==> config.mk <==
export PLATFORM = sky130hd
export DESIGN_NAME = serpentine_scan_line_buffer_core
export DESIGN_NICKNAME = d
export VERILOG_FILES = /design/src/rtl/sslb_pkg.sv /design/src/rtl/sslb_front.sv /design/src/rtl/sslb_queue.sv /design/src/rtl/sslb_back.sv /design/src/rtl/serpentine_scan_line_buffer_core.sv
export SDC_FILE = /design/constraint.sdc
export NUM_CORES = 2
export LEC_CHECK = 0
export BUFFER_PORTS_ARGS = -buffer_cell sky130_fd_sc_hd__buf_2
export CAP_MARGIN = 20
export CORE_UTILIZATION = 30
export CTS_CLUSTER_DIAMETER = 150
export DETAILED_ROUTE_END_ITERATION = 7
export PLACE_DENSITY = 0.47
export SYNTH_ARGS = -nofsm -noshare
export SYNTH_HDL_FRONTEND = slang
export SYNTH_SLANG_ARGS = --single-unit
export TNS_END_PERCENT = 10
==> constraint.sdc <==
create_clock -name i_clk -period 14.9 [get_ports i_clk]
set_clock_uncertainty 0.2 [all_clocks]
set_input_delay 0.745 -clock i_clk [delete_from_list [all_inputs] [get_ports i_clk]]
set_output_delay 0.745 -clock i_clk [all_outputs]
set_load 0.01 [all_outputs]
==> src/rtl/sslb_pkg.sv <==
package sslb_pkg;

    localparam int DEPTH_DEFAULT = 32;
    localparam int CNT_W         = 6;
    localparam int QUEUE_DEPTH   = 2;

    localparam logic [2:0] OP_START       = 3'd0;
    localparam logic [2:0] OP_STOP        = 3'd1;
    localparam logic [2:0] OP_HOME_DONE   = 3'd2;
    localparam logic [2:0] OP_MEAS_DONE   = 3'd3;
    localparam logic [2:0] OP_MOTION_DONE = 3'd4;

    localparam logic [3:0] KIND_MEASURE = 4'd0;
    localparam logic [3:0] KIND_REL_X   = 4'd1;
    localparam logic [3:0] KIND_REL_Y   = 4'd2;
    localparam logic [3:0] KIND_ABS_X   = 4'd3;
    localparam logic [3:0] KIND_ABS_Y   = 4'd4;
    localparam logic [3:0] KIND_ESTOP   = 4'd5;
    localparam logic [3:0] KIND_HEADER  = 4'd6;
    localparam logic [3:0] KIND_PIXEL   = 4'd7;
    localparam logic [3:0] KIND_DONE    = 4'd8;

    localparam logic [2:0] CFG_WIDTH    = 3'd0;
    localparam logic [2:0] CFG_HEIGHT   = 3'd1;
    localparam logic [2:0] CFG_STEP_X   = 3'd2;
    localparam logic [2:0] CFG_STEP_Y   = 3'd3;
    localparam logic [2:0] CFG_OFFSET_X = 3'd4;
    localparam logic [2:0] CFG_OFFSET_Y = 3'd5;
    localparam logic [2:0] CFG_FAST     = 3'd6;
    localparam logic [2:0] CFG_SLOW     = 3'd7;

    typedef struct packed {
        logic [3:0]  kind;
        logic [15:0] amount;
        logic [16:0] clk;
    } t_cmd;

    // one accepted word's worth of output, plus the pixel it stores
    typedef struct packed {
        logic [1:0]       pre_n;
        t_cmd [1:0]       cmd;
        logic             hdr;
        logic [11:0]      line_offset;
        logic [11:0]      line_number;
        logic [CNT_W-1:0] pix_n;
        logic [CNT_W-1:0] pix_start;
        logic             done;
        logic             wr_en;
        logic [CNT_W-1:0] wr_addr;
        logic [31:0]      wr_dist;
        logic [15:0]      wr_amp;
    } t_job;

    function automatic t_cmd make_cmd(logic [3:0] k, logic [15:0] a, logic [16:0] c);
        t_cmd r;
        r.kind   = k;
        r.amount = a;
        r.clk    = c;
        return r;
    endfunction

endpackage

==> src/rtl/sslb_front.sv <==
module sslb_front #(
    parameter int LINE_BUFFER_DEPTH = sslb_pkg::DEPTH_DEFAULT
) (
    input  logic              i_clk,
    input  logic              i_rst_n,
    input  logic              i_in_valid,
    output logic              o_in_stall,
    input  logic [2:0]        i_operation,
    input  logic [31:0]       i_distance,
    input  logic [15:0]       i_amplitude,
    input  logic              i_measure_ok,
    input  logic              i_cfg_valid,
    output logic              o_cfg_ready,
    input  logic [2:0]        i_cfg_index,
    input  logic [16:0]       i_cfg_data,
    output logic              o_push,
    output sslb_pkg::t_job    o_job,
    input  logic              i_full
);

    localparam int CW = sslb_pkg::CNT_W;
    localparam logic [CW-1:0] DEPTH_C  = CW'(LINE_BUFFER_DEPTH);
    localparam logic [CW-1:0] DEPTH_M1 = CW'(LINE_BUFFER_DEPTH - 1);

    typedef enum logic [5:0] {
        MODE_STOPPED  = 6'b000001,
        MODE_FORWARD  = 6'b000010,
        MODE_BACKWARD = 6'b000100,
        MODE_BUSY     = 6'b001000,
        MODE_PENDING  = 6'b010000,
        MODE_PAUSED   = 6'b100000
    } t_mode;

    logic [11:0] r_width, r_height;
    logic [9:0]  r_step_x, r_step_y;
    logic [15:0] r_off_x, r_off_y;
    logic [16:0] r_fast, r_slow;

    t_mode          r_mode, n_mode;
    logic           r_saved, n_saved;
    logic           r_pause, n_pause;
    logic [12:0]    r_col, n_col;
    logic [12:0]    r_row, n_row;
    logic [CW-1:0]  r_bcount, n_bcount;

    logic           accept, fwd, run, endp, last_row;
    logic [CW-1:0]  cc, idx, cnt;
    logic [12:0]    col_s, row_s, off_s;
    sslb_pkg::t_job job;

    assign o_in_stall  = i_full;
    assign o_cfg_ready = 1'b1;
    assign accept      = i_in_valid && !i_full;
    assign o_push      = accept && (job.pre_n != 2'd0);
    assign o_job       = job;

    assign fwd      = (r_mode == MODE_FORWARD);
    assign run      = (r_mode == MODE_FORWARD) || (r_mode == MODE_BACKWARD);
    assign cc       = (r_bcount >= DEPTH_C) ? DEPTH_M1 : r_bcount;
    assign idx      = fwd ? cc : DEPTH_M1 - cc;
    assign cnt      = cc + CW'(1);
    assign col_s    = fwd ? r_col + 13'd1 : r_col - 13'd1;
    assign endp     = (col_s == 13'd0) || (col_s == {1'b0, r_width});
    assign row_s    = r_row + 13'd1;
    assign last_row = (row_s == {1'b0, r_height});
    assign off_s    = col_s - 13'(cnt);

    always_comb begin
        n_mode   = r_mode;
        n_saved  = r_saved;
        n_pause  = r_pause;
        n_col    = r_col;
        n_row    = r_row;
        n_bcount = r_bcount;
        job      = '0;
        unique case (i_operation)
            sslb_pkg::OP_START: begin
                n_pause = 1'b0;
                if (run) begin
                    n_pause = 1'b1;
                end else if (r_mode == MODE_PAUSED) begin
                    n_mode = r_saved ? MODE_BACKWARD : MODE_FORWARD;
                    job.pre_n  = 2'd1;
                    job.cmd[0] = sslb_pkg::make_cmd(sslb_pkg::KIND_MEASURE, '0, '0);
                end else begin
                    n_mode = MODE_BUSY;
                    job.pre_n  = 2'd2;
                    job.cmd[0] = sslb_pkg::make_cmd(sslb_pkg::KIND_ABS_X, r_off_x, r_slow);
                    job.cmd[1] = sslb_pkg::make_cmd(sslb_pkg::KIND_ABS_Y, r_off_y, r_slow);
                end
            end
            sslb_pkg::OP_STOP: begin
                if (run) begin
                    n_mode = MODE_PENDING;
                end else if (r_mode == MODE_PAUSED) begin
                    n_mode = MODE_STOPPED;
                    job.pre_n  = 2'd2;
                    job.cmd[0] = sslb_pkg::make_cmd(sslb_pkg::KIND_ABS_X, r_off_x, r_fast);
                    job.cmd[1] = sslb_pkg::make_cmd(sslb_pkg::KIND_ABS_Y, r_off_y, r_fast);
                end else if (r_mode == MODE_BUSY) begin
                    n_mode = MODE_STOPPED;
                    job.pre_n  = 2'd1;
                    job.cmd[0] = sslb_pkg::make_cmd(sslb_pkg::KIND_ESTOP, '0, '0);
                end
            end
            sslb_pkg::OP_HOME_DONE: begin
                if (r_mode == MODE_BUSY) begin
                    n_bcount = '0;
                    n_col    = '0;
                    n_row    = '0;
                    n_mode   = MODE_FORWARD;
                    job.pre_n  = 2'd1;
                    job.cmd[0] = sslb_pkg::make_cmd(sslb_pkg::KIND_MEASURE, '0, '0);
                end
            end
            sslb_pkg::OP_MOTION_DONE: begin
                if (run && r_pause) begin
                    n_saved = (r_mode == MODE_BACKWARD);
                    n_mode  = MODE_PAUSED;
                end else if (run || r_mode == MODE_PENDING) begin
                    job.pre_n  = 2'd1;
                    job.cmd[0] = sslb_pkg::make_cmd(sslb_pkg::KIND_MEASURE, '0, '0);
                end
            end
            sslb_pkg::OP_MEAS_DONE: begin
                if (r_mode == MODE_PENDING) begin
                    n_mode = MODE_STOPPED;
                    job.pre_n  = 2'd2;
                    job.cmd[0] = sslb_pkg::make_cmd(sslb_pkg::KIND_ABS_X, r_off_x, r_slow);
                    job.cmd[1] = sslb_pkg::make_cmd(sslb_pkg::KIND_ABS_Y, r_off_y, r_slow);
                end else if (run) begin
                    n_col    = col_s;
                    n_bcount = cnt;
                    job.pre_n = 2'd1;
                    if (endp) begin
                        n_row = row_s;
                        if (last_row) begin
                            n_mode     = MODE_STOPPED;
                            job.pre_n  = 2'd2;
                            job.cmd[0] = sslb_pkg::make_cmd(sslb_pkg::KIND_ABS_X, r_off_x,
                                                            r_slow);
                            job.cmd[1] = sslb_pkg::make_cmd(sslb_pkg::KIND_ABS_Y, r_off_y,
                                                            r_slow);
                            job.done   = i_measure_ok;
                        end else begin
                            n_mode     = fwd ? MODE_BACKWARD : MODE_FORWARD;
                            job.cmd[0] = sslb_pkg::make_cmd(sslb_pkg::KIND_REL_Y,
                                                            {6'd0, r_step_y}, r_slow);
                        end
                    end else begin
                        job.cmd[0] = sslb_pkg::make_cmd(sslb_pkg::KIND_REL_X,
                            fwd ? {6'd0, r_step_x} : 16'd0 - {6'd0, r_step_x}, r_fast);
                    end
                    if (i_measure_ok) begin
                        job.wr_en   = 1'b1;
                        job.wr_addr = idx;
                        job.wr_dist = i_distance;
                        job.wr_amp  = i_amplitude;
                        if (endp || cnt == DEPTH_C) begin
                            job.hdr         = 1'b1;
                            job.line_offset = fwd ? off_s[11:0] : col_s[11:0];
                            job.line_number = r_row[11:0];
                            job.pix_n       = cnt;
                            job.pix_start   = fwd ? '0 : idx;
                            n_bcount        = '0;
                        end
                    end else begin
                        n_mode = MODE_STOPPED;
                    end
                end
            end
            default: begin
            end
        endcase
    end

    always_ff @(posedge i_clk) begin
        if (!i_rst_n) begin
            r_mode   <= MODE_STOPPED;
            r_saved  <= 1'b0;
            r_pause  <= 1'b0;
            r_col    <= '0;
            r_row    <= '0;
            r_bcount <= '0;
            r_width  <= 12'd5;
            r_height <= 12'd5;
            r_step_x <= 10'd1;
            r_step_y <= 10'd1;
            r_off_x  <= '0;
            r_off_y  <= '0;
            r_fast   <= 17'd3000;
            r_slow   <= 17'd1000;
        end else begin
            if (accept) begin
                r_mode   <= n_mode;
                r_saved  <= n_saved;
                r_pause  <= n_pause;
                r_col    <= n_col;
                r_row    <= n_row;
                r_bcount <= n_bcount;
            end
            // drop writes unless the scan is stopped
            if (i_cfg_valid && r_mode == MODE_STOPPED) begin
                case (i_cfg_index)
                    sslb_pkg::CFG_WIDTH:    r_width  <= i_cfg_data[11:0];
                    sslb_pkg::CFG_HEIGHT:   r_height <= i_cfg_data[11:0];
                    sslb_pkg::CFG_STEP_X:   r_step_x <= i_cfg_data[9:0];
                    sslb_pkg::CFG_STEP_Y:   r_step_y <= i_cfg_data[9:0];
                    sslb_pkg::CFG_OFFSET_X: r_off_x  <= i_cfg_data[15:0];
                    sslb_pkg::CFG_OFFSET_Y: r_off_y  <= i_cfg_data[15:0];
                    sslb_pkg::CFG_FAST:     r_fast   <= i_cfg_data;
                    default:                r_slow   <= i_cfg_data;
                endcase
            end
        end
    end

endmodule

==> src/rtl/sslb_queue.sv <==
module sslb_queue (
    input  logic           i_clk,
    input  logic           i_rst_n,
    input  logic           i_push,
    input  sslb_pkg::t_job i_job,
    output logic           o_full,
    input  logic           i_pop,
    output sslb_pkg::t_job o_job,
    output logic           o_empty
);

    localparam int QD  = sslb_pkg::QUEUE_DEPTH;
    localparam int QAW = (QD > 1) ? $clog2(QD) : 1;

    sslb_pkg::t_job r_mem [QD];
    logic [QAW-1:0] r_wp, r_rp;
    logic [QAW:0]   r_cnt;

    assign o_full  = (r_cnt == (QAW+1)'(QD));
    assign o_empty = (r_cnt == '0);
    assign o_job   = r_mem[r_rp];

    always_ff @(posedge i_clk) begin
        if (i_push) begin
            r_mem[r_wp] <= i_job;
        end
    end

    always_ff @(posedge i_clk) begin
        if (!i_rst_n) begin
            r_wp  <= '0;
            r_rp  <= '0;
            r_cnt <= '0;
        end else begin
            if (i_push) begin
                r_wp <= (r_wp == QAW'(QD - 1)) ? '0 : r_wp + QAW'(1);
            end
            if (i_pop) begin
                r_rp <= (r_rp == QAW'(QD - 1)) ? '0 : r_rp + QAW'(1);
            end
            case ({i_push, i_pop})
                2'b10:   r_cnt <= r_cnt + (QAW+1)'(1);
                2'b01:   r_cnt <= r_cnt - (QAW+1)'(1);
                default: r_cnt <= r_cnt;
            endcase
        end
    end

endmodule

==> src/rtl/sslb_back.sv <==
module sslb_back #(
    parameter int LINE_BUFFER_DEPTH = sslb_pkg::DEPTH_DEFAULT
) (
    input  logic               i_clk,
    input  logic               i_rst_n,
    input  sslb_pkg::t_job     i_job,
    input  logic               i_empty,
    output logic               o_pop,
    output logic               o_out_valid,
    input  logic               i_out_stall,
    output logic [3:0]         o_kind,
    output logic signed [15:0] o_amount,
    output logic [16:0]        o_clock_rate,
    output logic [11:0]        o_line_offset,
    output logic [11:0]        o_line_number,
    output logic [5:0]         o_pixel_count,
    output logic [31:0]        o_pixel_distance,
    output logic [15:0]        o_pixel_amplitude,
    output logic               o_last
);

    localparam int CW = sslb_pkg::CNT_W;
    localparam int AW = (LINE_BUFFER_DEPTH > 1) ? $clog2(LINE_BUFFER_DEPTH) : 1;

    typedef enum logic [6:0] {
        ST_IDLE = 7'b0000001,
        ST_PRE0 = 7'b0000010,
        ST_PRE1 = 7'b0000100,
        ST_HDR  = 7'b0001000,
        ST_RD   = 7'b0010000,
        ST_PIX  = 7'b0100000,
        ST_DONE = 7'b1000000
    } t_state;

    t_state             r_state;
    sslb_pkg::t_job     r_job;
    logic [CW-1:0]      r_addr, r_left;
    logic [47:0]        r_mem [LINE_BUFFER_DEPTH];
    logic [47:0]        r_rdata;
    logic               free, emit;
    logic [3:0]         n_kind;
    logic signed [15:0] n_amount;
    logic [16:0]        n_clock_rate;
    logic [11:0]        n_line_offset;
    logic [11:0]        n_line_number;
    logic [5:0]         n_pixel_count;
    logic [31:0]        n_pixel_distance;
    logic [15:0]        n_pixel_amplitude;
    logic               n_last;

    assign free  = !o_out_valid || !i_out_stall;
    assign emit  = free && (r_state != ST_IDLE) && (r_state != ST_RD);
    assign o_pop = (r_state == ST_IDLE) && !i_empty;

    always_ff @(posedge i_clk) begin
        if (o_pop && i_job.wr_en) begin
            r_mem[i_job.wr_addr[AW-1:0]] <= {i_job.wr_dist, i_job.wr_amp};
        end
        if (r_state == ST_RD) begin
            r_rdata <= r_mem[r_addr[AW-1:0]];
        end
    end

    always_ff @(posedge i_clk) begin
        if (!i_rst_n) begin
            r_state     <= ST_IDLE;
            o_out_valid <= 1'b0;
        end else begin
            // hold the word while the receiver stalls
            o_out_valid <= emit || (o_out_valid && i_out_stall);
            unique case (r_state)
                ST_IDLE: begin
                    if (!i_empty) begin
                        r_job   <= i_job;
                        r_state <= ST_PRE0;
                    end
                end
                ST_PRE0: begin
                    if (free) begin
                        if (r_job.pre_n == 2'd2) begin
                            r_state <= ST_PRE1;
                        end else if (r_job.hdr) begin
                            r_state <= ST_HDR;
                        end else if (r_job.done) begin
                            r_state <= ST_DONE;
                        end else begin
                            r_state <= ST_IDLE;
                        end
                    end
                end
                ST_PRE1: begin
                    if (free) begin
                        if (r_job.hdr) begin
                            r_state <= ST_HDR;
                        end else if (r_job.done) begin
                            r_state <= ST_DONE;
                        end else begin
                            r_state <= ST_IDLE;
                        end
                    end
                end
                ST_HDR: begin
                    if (free) begin
                        r_addr  <= r_job.pix_start;
                        r_left  <= r_job.pix_n;
                        r_state <= ST_RD;
                    end
                end
                ST_RD: begin
                    r_state <= ST_PIX;
                end
                ST_PIX: begin
                    if (free) begin
                        r_addr <= r_addr + CW'(1);
                        r_left <= r_left - CW'(1);
                        if (r_left != CW'(1)) begin
                            r_state <= ST_RD;
                        end else if (r_job.done) begin
                            r_state <= ST_DONE;
                        end else begin
                            r_state <= ST_IDLE;
                        end
                    end
                end
                ST_DONE: begin
                    if (free) begin
                        r_state <= ST_IDLE;
                    end
                end
                default: r_state <= ST_IDLE;
            endcase
        end
    end

    always_comb begin
        n_kind            = '0;
        n_amount          = '0;
        n_clock_rate      = '0;
        n_line_offset     = '0;
        n_line_number     = '0;
        n_pixel_count     = '0;
        n_pixel_distance  = '0;
        n_pixel_amplitude = '0;
        n_last            = 1'b0;
        unique case (r_state)
            ST_PRE0: begin
                n_kind       = r_job.cmd[0].kind;
                n_amount     = $signed(r_job.cmd[0].amount);
                n_clock_rate = r_job.cmd[0].clk;
                n_last       = (r_job.pre_n == 2'd1) && !r_job.hdr && !r_job.done;
            end
            ST_PRE1: begin
                n_kind       = r_job.cmd[1].kind;
                n_amount     = $signed(r_job.cmd[1].amount);
                n_clock_rate = r_job.cmd[1].clk;
                n_last       = !r_job.hdr && !r_job.done;
            end
            ST_HDR: begin
                n_kind        = sslb_pkg::KIND_HEADER;
                n_line_offset = r_job.line_offset;
                n_line_number = r_job.line_number;
                n_pixel_count = r_job.pix_n;
            end
            ST_PIX: begin
                n_kind            = sslb_pkg::KIND_PIXEL;
                n_pixel_distance  = r_rdata[47:16];
                n_pixel_amplitude = r_rdata[15:0];
                n_last            = (r_left == CW'(1)) && !r_job.done;
            end
            ST_DONE: begin
                n_kind = sslb_pkg::KIND_DONE;
                n_last = 1'b1;
            end
            default: begin
            end
        endcase
    end

    // result word, loaded whenever the slot frees up in an emitting state
    always_ff @(posedge i_clk) begin
        if (emit) begin
            o_kind            <= n_kind;
            o_amount          <= n_amount;
            o_clock_rate      <= n_clock_rate;
            o_line_offset     <= n_line_offset;
            o_line_number     <= n_line_number;
            o_pixel_count     <= n_pixel_count;
            o_pixel_distance  <= n_pixel_distance;
            o_pixel_amplitude <= n_pixel_amplitude;
            o_last            <= n_last;
        end
    end

endmodule

==> src/rtl/serpentine_scan_line_buffer_core.sv <==
// Serpentine raster scan controller with a line buffer.
// Input channel: one event word per handshake (i_in_valid high, o_in_stall
// low) carrying the operation and, for a measurement, range, amplitude and
// the evaluation flag. The front decodes the event, updates the scan state
// and queues a job; the back turns each job into result words.
// Output channel: result words (o_out_valid, i_out_stall); o_last marks the
// final word caused by an event. Events that cause nothing emit no word.
// Configuration: i_cfg_valid/o_cfg_ready with a register index; writes take
// effect only while the scan is stopped.
// An accepted event is written into the job queue, the back loads it in its
// idle state, and each result word is registered from an emitting state.
// The back takes a new job only once it has finished the last one; move,
// header and done words go out in turn, and each pixel waits on a
// registered line-buffer read. The job queue holds two jobs, so the front
// keeps accepting while the back drains a line, until the queue is full.
// Reset: scan stopped, buffer empty, registers at their defaults.
// A stalled receiver holds the current word; the back waits, the queue fills
// and then o_in_stall rises.
module serpentine_scan_line_buffer_core #(
    parameter int LINE_BUFFER_DEPTH = sslb_pkg::DEPTH_DEFAULT
) (
    input  logic               i_clk,
    input  logic               i_rst_n,
    input  logic               i_in_valid,
    output logic               o_in_stall,
    input  logic [2:0]         i_operation,
    input  logic [31:0]        i_distance,
    input  logic [15:0]        i_amplitude,
    input  logic               i_measure_ok,
    input  logic               i_cfg_valid,
    output logic               o_cfg_ready,
    input  logic [2:0]         i_cfg_index,
    input  logic [16:0]        i_cfg_data,
    output logic               o_out_valid,
    input  logic               i_out_stall,
    output logic [3:0]         o_kind,
    output logic signed [15:0] o_amount,
    output logic [16:0]        o_clock_rate,
    output logic [11:0]        o_line_offset,
    output logic [11:0]        o_line_number,
    output logic [5:0]         o_pixel_count,
    output logic [31:0]        o_pixel_distance,
    output logic [15:0]        o_pixel_amplitude,
    output logic               o_last
);

    logic           push, full, pop, empty;
    sslb_pkg::t_job job_in, job_out;

    sslb_front #(.LINE_BUFFER_DEPTH(LINE_BUFFER_DEPTH)) u_front (
        .i_clk, .i_rst_n, .i_in_valid, .o_in_stall,
        .i_operation, .i_distance, .i_amplitude, .i_measure_ok,
        .i_cfg_valid, .o_cfg_ready, .i_cfg_index, .i_cfg_data,
        .o_push(push), .o_job(job_in), .i_full(full)
    );

    sslb_queue u_queue (
        .i_clk, .i_rst_n,
        .i_push(push), .i_job(job_in), .o_full(full),
        .i_pop(pop), .o_job(job_out), .o_empty(empty)
    );

    sslb_back #(.LINE_BUFFER_DEPTH(LINE_BUFFER_DEPTH)) u_back (
        .i_clk, .i_rst_n, .i_job(job_out), .i_empty(empty), .o_pop(pop),
        .o_out_valid, .i_out_stall, .o_kind, .o_amount, .o_clock_rate,
        .o_line_offset, .o_line_number, .o_pixel_count,
        .o_pixel_distance, .o_pixel_amplitude, .o_last
    );

    a_no_push_full: assert property (@(posedge i_clk) disable iff (!i_rst_n)
        push |-> !full) else $error("job pushed into full queue");

    a_done_last: assert property (@(posedge i_clk) disable iff (!i_rst_n)
        (o_out_valid && o_kind == sslb_pkg::KIND_DONE) |-> o_last)
        else $error("done word not marked last");

    a_header_body: assert property (@(posedge i_clk) disable iff (!i_rst_n)
        (o_out_valid && o_kind == sslb_pkg::KIND_HEADER) |-> (o_pixel_count != '0 && !o_last))
        else $error("line header without pixels");

endmodule
# Yosys cells after proc, flatten, opt, wreduce, memory -nomap -nowiden
# Memory sizes are Yosys's and may differ from the RTL's. A register that Yosys moved wholly into a read port is not among the register bits.
# Index checks and enable logic that the tools add are counted.
word_totals:
  rom_bits: 0
  register_bits: 404
  latch_bits: 0
  memories: 2
  ramBits: 1874
memory_table:
  columns: ["memory", "words", "width", "rd", "rd_clocked_by_memory_dff", "wr", "line_no", "rtl"]
  rows:
  - ["u_back.r_mem", 32, 48, 1, 1, 1, "sslb_back.sv:38", "logic [47:0] r_mem [LINE_BUFFER_DEPTH];"]
  - ["u_queue.r_mem", 2, 169, 1, 1, 1, "sslb_queue.sv:15", "sslb_pkg::t_job r_mem [QD];"]
classes:
  div_mod_pow: 0
  n_eq_ne: 50
  shift: 0
  n_reduce_logical: 51
  n_lt_le_gt_ge: 1
  n_bitwise: 2
  muxes: 94
  n_mul: 0
  add_sub_neg: 13
ops:
  columns: ["cell", "count"]
  rows:
  - ["76-bit two-way mux", 3]
  - ["37-bit one-hot mux with 3 select lines", 2]
  - ["93-bit two-way mux", 2]
  - ["169-bit two-way mux", 1]
  - ["37-bit two-way mux", 4]
  - ["6-bit two-way mux", 24]
  - ["36-bit two-way mux", 3]
  - ["13-bit two-way mux", 7]
  - ["39-bit two-way mux", 2]
  - ["7-bit two-way mux", 10]
  - ["55-bit two-way mux", 1]
  - ["13-bit one-hot mux with 2 select lines", 2]
  - ["7-bit one-hot mux with 7 select lines", 1]
  - ["6-bit one-hot mux with 2 select lines", 3]
  - ["35-bit two-way mux", 1]
  - ["34-bit two-way mux", 1]
  - ["17-bit one-hot mux with 2 select lines", 1]
  - ["16-bit one-hot mux with 2 select lines", 1]
  - ["6-bit one-hot mux with 5 select lines", 1]
  - ["13-bit by 1-bit adder with 13-bit output, second input constant", 2]
  - ["13-bit by 12-bit equality test with 1-bit output", 2]
  - ["4-bit one-hot mux with 5 select lines", 1]
  - ["2-bit by 1-bit inequality test with 1-bit output, second input constant", 9]
  - ["2-bit AND reduction", 9]
  - ["other kinds (58)", 118]

# Longest topological paths before layout
depth:
  ltp_word: 14
  mapped_depth: 19

# Hierarchy
# A second synthesis with hierarchy kept.
hier_totals:
  cells_unflattened: 4675
  area_unflattened_um2: 91407.7
by_module_without_submodules:
  columns: ["mod", "area_each_um2", "instances", "cells_per_inst"]
  rows:
  - ["sslb_back", 68833.5, 1, 2881]
  - ["sslb_queue", 12858.6, 1, 548]
  - ["sslb_front", 9715.6, 1, 1246]

# Worst setup path before layout
# Ideal clock, no wire load.
synth_path:
  kind: "flip-flop to flip-flop"
  startpoint: "register u_front.r_mode[5]"
  endpoint: "memory u_queue.r_mem[0][0] (netlist bit) (enable)"
  path_stages_with_launch: 16
  n_path_buf: 1
  arrival_time_ns: 11.042
  setup_slack_ns: 2.970
  required_time_ns: 14.012
  path_cell_list: "dfxtp_1 > or4_1 > nor2_1 > inv_2 > clkbuf_1 > ha_1 > a211o_1 > a221oi_4 > o21ai_0 > xor2_1 > nor4_1 > and4_1 > a31oi_2 > o21bai_2 > o21ai_2 > nor2_1"
synth_between:
  elab_chain_len: 12
synth_lines:
  columns: ["item", "line_no", "rtl"]
  rows:
  - ["start, declared", "sslb_front.sv:39", "t_mode r_mode, n_mode;"]
  - ["start signal, assigned", "sslb_front.sv:195", "r_mode <= n_mode;"]
  - ["6-bit by 2-bit equality test with 1-bit output", "sslb_front.sv:57, sslb_front.sv:58", null]
  - ["13-bit two-way mux", "sslb_front.sv:62", "assign col_s = fwd ? r_col + 13'd1 : r_col - 13'd1;"]
  - ["13-bit by 12-bit equality test with 1-bit output or 13-bit zero test (tied branches)", "sslb_front.sv:63", "assign endp = (col_s == 13'd0) || (col_s == {1'b0, r_width});"]
  - ["1-bit logical OR", "sslb_front.sv:63", null]
  - ["39-bit two-way mux", "sslb_front.sv:135", "if (endp) begin"]
  - ["169-bit two-way mux", "sslb_front.sv:131", "end else if (run) begin"]
  - ["76-bit two-way mux", "sslb_front.sv:126", "if (r_mode == MODE_PENDING) begin"]
  - ["2-bit one-hot mux with 5 select lines (*)", "sslb_front.sv:76", "unique case (i_operation)"]
  - ["2-bit nonzero test (*)", "sslb_front.sv:54", "assign o_push = accept && (job.pre_n != 2'd0);"]
  - ["1-bit logical AND (*)", "sslb_front.sv:54", null]
  - ["1-bit two-way mux (*)", "sslb_queue.sv:24", "if (i_push) begin"]
  - ["1-bit two-way mux (not written as such) (*)", "sslb_queue.sv:25", "r_mem[r_wp] <= i_job;"]
  - ["end, declared", "sslb_queue.sv:15", null]
# Every way passes the cells marked *; elsewhere a longest branch is shown, timed or not.

# Worst setup path after layout
layout_path:
  startpoint: "register u_front.r_mode[5]"
  endpoint: "memory u_queue.r_mem[1][87] (netlist bit) (enable)"
# Same word-level chain as after synthesis.

==> impl_results.md <==
* Crit path kind: reg2reg
* Syn_nets at 4612
* Setup crit end kind: register
* GRT Residual Overflow at 0
* Wirelength per Cell at 27.47 microns
* Synth unique cells at 77
* Wirelength, routed at 247400 microns
* Max-slew headroom at 0.2378
* Setup bufs post-CTS at 0
* Largest family of logic cells by synthesized area: multiplexers
* TritonCTS clock tree: built
* Startpoint types: register
* Commonest cells in the netlist: 2146 x edfxtp_1, 480 x mux4_2, 215 x nand2_1, 205 x mux2_2, 182 x clkbuf_1
* Sequential area share after synthesis at 0.7562
* Synth top area share at 0.7198
* Syn Inst Count at 4501
* Final ANT Viol Nets at 0
* Die H at 548.3 microns
* Die width at 548.3 microns
* Req. time, crit path at 15.20 ns
* Final Cycle Share at 0.4650
* Power per cell area at 141.5 nW/um^2
* Layout filler cell count at 27868
* Fin Hold WS at 0.05446 ns
* Initial DRC Count at 3995
* Vias per inst at 4.965
* Initial Utilization at 0.3017
* DIE AREA at 300600 sq um
* Post-CTS Resized at 0
* Hold_buf cts at 36
* IO Count at 196
* First-pass GRT wire length at 348200 microns
* Xor/xnor share of the synthesized area at 0.007239
* Power Total at 14.72 mW
* Routability Congestion at 0.7746
* Synth Area in Adders at 0.004919
* CTS sink count at 2309
* Final hold violation count at 0
* Post-synth ARST share at 0
* Compound-Gate Fraction of Synth Area at 0.02606
* RSZ-0062 raised after global routing: no
* Final setup violation count at 0
* Setup tns final at 0 ns
* Outcome: completed
* Port Buffer Count at 194
* Peak VDD IR at 132.3 uV
* Crit path DAT at 7.23 ns
* Synthesized area per cell at 19.89 sq um
* Yosys warning count at 0
* Clock root buffer master: clkbuf_16
* Multi-input gate area at 21090 sq um
* Synthesis-to-layout area growth at 16.19%
* Clock slew at reported path FFs at 0.06 ns
* Deepest clock path buffer count at 4
* Final period demand of the worst path at 6.929 ns
* Simple-gate portion of the synthesized area at 0.04030
* Worst-margin pin slew at 1.143 ns
* Detailed Routing Iterations Pass 1 at 5
* Vias at 44715
* Number of global-route vias before repair at 45738
* Min-Delay Path Class: in2reg
* Max Fclk at 144.3 MHz
* GRT Util Overall at 0.1625
* Htree depth at 4
* Yosys reg bits at 2309
* DP HPWL at 130600 microns
* Worst-path fanout max at 55
* Ranking of synthesized cells by area: edfxtp_1 72%, mux4_2 12%, dfxtp_1 3.6%, mux2_2 2.6%, and2_1 1.0%
* Post-synthesis mux area share at 0.1536
* DRC Markers at 0
* Number of flops mapped to enable cells by yosys at 2146
* Ys flop type: edfxtp_1
* Pleak at 33.04 nW
* Reg area at 67710 sq um
* Num CTS Buffers at 248
* Mapped cell area at 89530 sq um
* Layout cell share with drive strength beyond 1 at 0.2789
* Initial antenna violation count at 24
* Fin nets at 4972
* Slew Limit Fails at 0
* Synth area leader: edfxtp_1
* Largest net degree at the start of global routing at 121
* Max_cap viols at 0
* Row cnt at 200
* Clock Latency Late Sink at 0.92 ns
* Most frequent cell after synthesis: edfxtp_1
* Core box area at 296800 sq um
==> stage by stage <==
step | setup WS, ns | area, sq um | std cells | utilization
6_report | 7.971 | 104000 | 9006 | 0.3505
4_1_cts | 7.912 | 104000 | 8996 | 0.3504
3_5_place_dp | 7.933 | 95830 | 8512 | 0.3229
2_1_floorplan | 2.970 | 89530 | 4501 | -
5_1_grt | 7.519 | 104000 | 9000 | 0.3505
3_3_place_gp | 7.197 | 95740 | 8507 | 0.3226
==> per-layer routing <==
metal	vias to the layer above	GRT usage	wire length [microns]
met1	24285	0.2313	112100
met4	10	0.03564	4812
met3	305	0.02545	13010
met5	-	0	58
li1	18906	-	-
met2	1209	0.2619	117400
==> path summary, 6_finish.rpt <==
check / startpoint / to / slack, ns / depth (start not counted)
worst max-delay path: u_front.r_mode[5] / u_queue.r_mem[1][87] / 7.97 / 17
worst min-delay path: i_distance[22] / u_queue.r_mem[0][38] / 0.05 / 2
worst max register to register: u_front.r_mode[5] / u_queue.r_mem[1][87] / 7.97 / 17
worst min register to register: u_front.r_off_x[12] / u_front.r_off_x[12] / 0.26 / 2
==> final cells by class <==
class,count,share of cell area
clock buffer,312,0.06327
inverter,35,0.001311
timing repair buffer,346,0.02258
clock inverter,136,0.01167
tap,3939,0.04738
antenna,8,0.0001924
multi-input combinational,1921,0.2027
sequential,2309,0.6509
==> worst max-delay path, stage by stage (launching register included) <==
cell      delay, ns
dfxtp_1        0.36
or4_1          0.60
nor2_1         0.45
inv_2          0.46
ha_1           0.45
a211o_1        0.34
a221oi_4       0.47
o21ai_0        0.29
xor2_1         0.27
nor4_1         0.49
and4_1         0.28
a31oi_2        0.04
buf_4          0.21
o21bai_2       0.14
buf_4          0.31
o21ai_2        0.19
nor2_4         0.15
buf_4          0.73
==> placed cells by master, fill, tap and decap left out, types with 10 or more instances in the layout <==
| cell | instances |
|---|---|
| and3_1 | 25 |
| buf_4 | 102 |
| nor2_4 | 35 |
| dfxtp_1 | 162 |
| o21ai_0 | 42 |
| a21oi_1 | 112 |
| dlygate4sd3_1 | 36 |
| ha_1 | 32 |
| xnor2_1 | 33 |
| and2_1 | 147 |
| nor2_1 | 145 |
| nand2_1 | 215 |
| nor3_1 | 16 |
| clkbuf_1 | 55 |
| nand2b_1 | 16 |
| inv_1 | 32 |
| buf_2 | 194 |
| bufinv_16 | 20 |
| nand3b_1 | 10 |
| a22o_1 | 80 |
| xor2_1 | 41 |
| or3_1 | 10 |
| clkinv_1 | 52 |
| clkinv_2 | 51 |
| clkbuf_16 | 252 |
| mux2i_1 | 63 |
| mux4_2 | 480 |
| a21o_1 | 18 |
| mux2_2 | 205 |
| o21a_1 | 10 |
| edfxtp_1 | 2146 |
| nand3_1 | 44 |
==> sequential cells by signal (all words and copies together), names as in the netlist, 13 cells and up, named ones only <==
| register | cells |
|---|---|
| u_back.r_rdata | 48 |
| u_front.r_col | 13 |
| u_front.r_slow | 17 |
| u_front.r_row | 13 |
| u_back.o_amount | 16 |
| u_queue.r_mem | 326 |
| u_back.r_mem | 1536 |
| u_front.r_off_x | 16 |
| u_back.o_pixel_amplitude | 16 |
| u_back.o_pixel_distance | 32 |
| u_front.r_off_y | 16 |
| u_back.r_job | 109 |
| u_back.o_clock_rate | 17 |
| u_front.r_fast | 17 |
==> kinds of logic after synthesis <==
family          after synthesis
xor+xnor                     74
flops                      2309
buf+inv                     271
mux                         748
other cells                   1
compound gates              336
fa+ha+maj                    34
simple gates                728
==> where the power goes <==
group	internal [mW]	leakage, nW	total, mW	switching, mW
logic	0.269	8.70	1.05	0.777
clock network	3.45	3.82	5.97	2.52
registers	7.58	20.5	7.71	0.124
total	11.3	33.0	14.7	3.42
No activity file was read; power rests on OpenSTA's default activity.
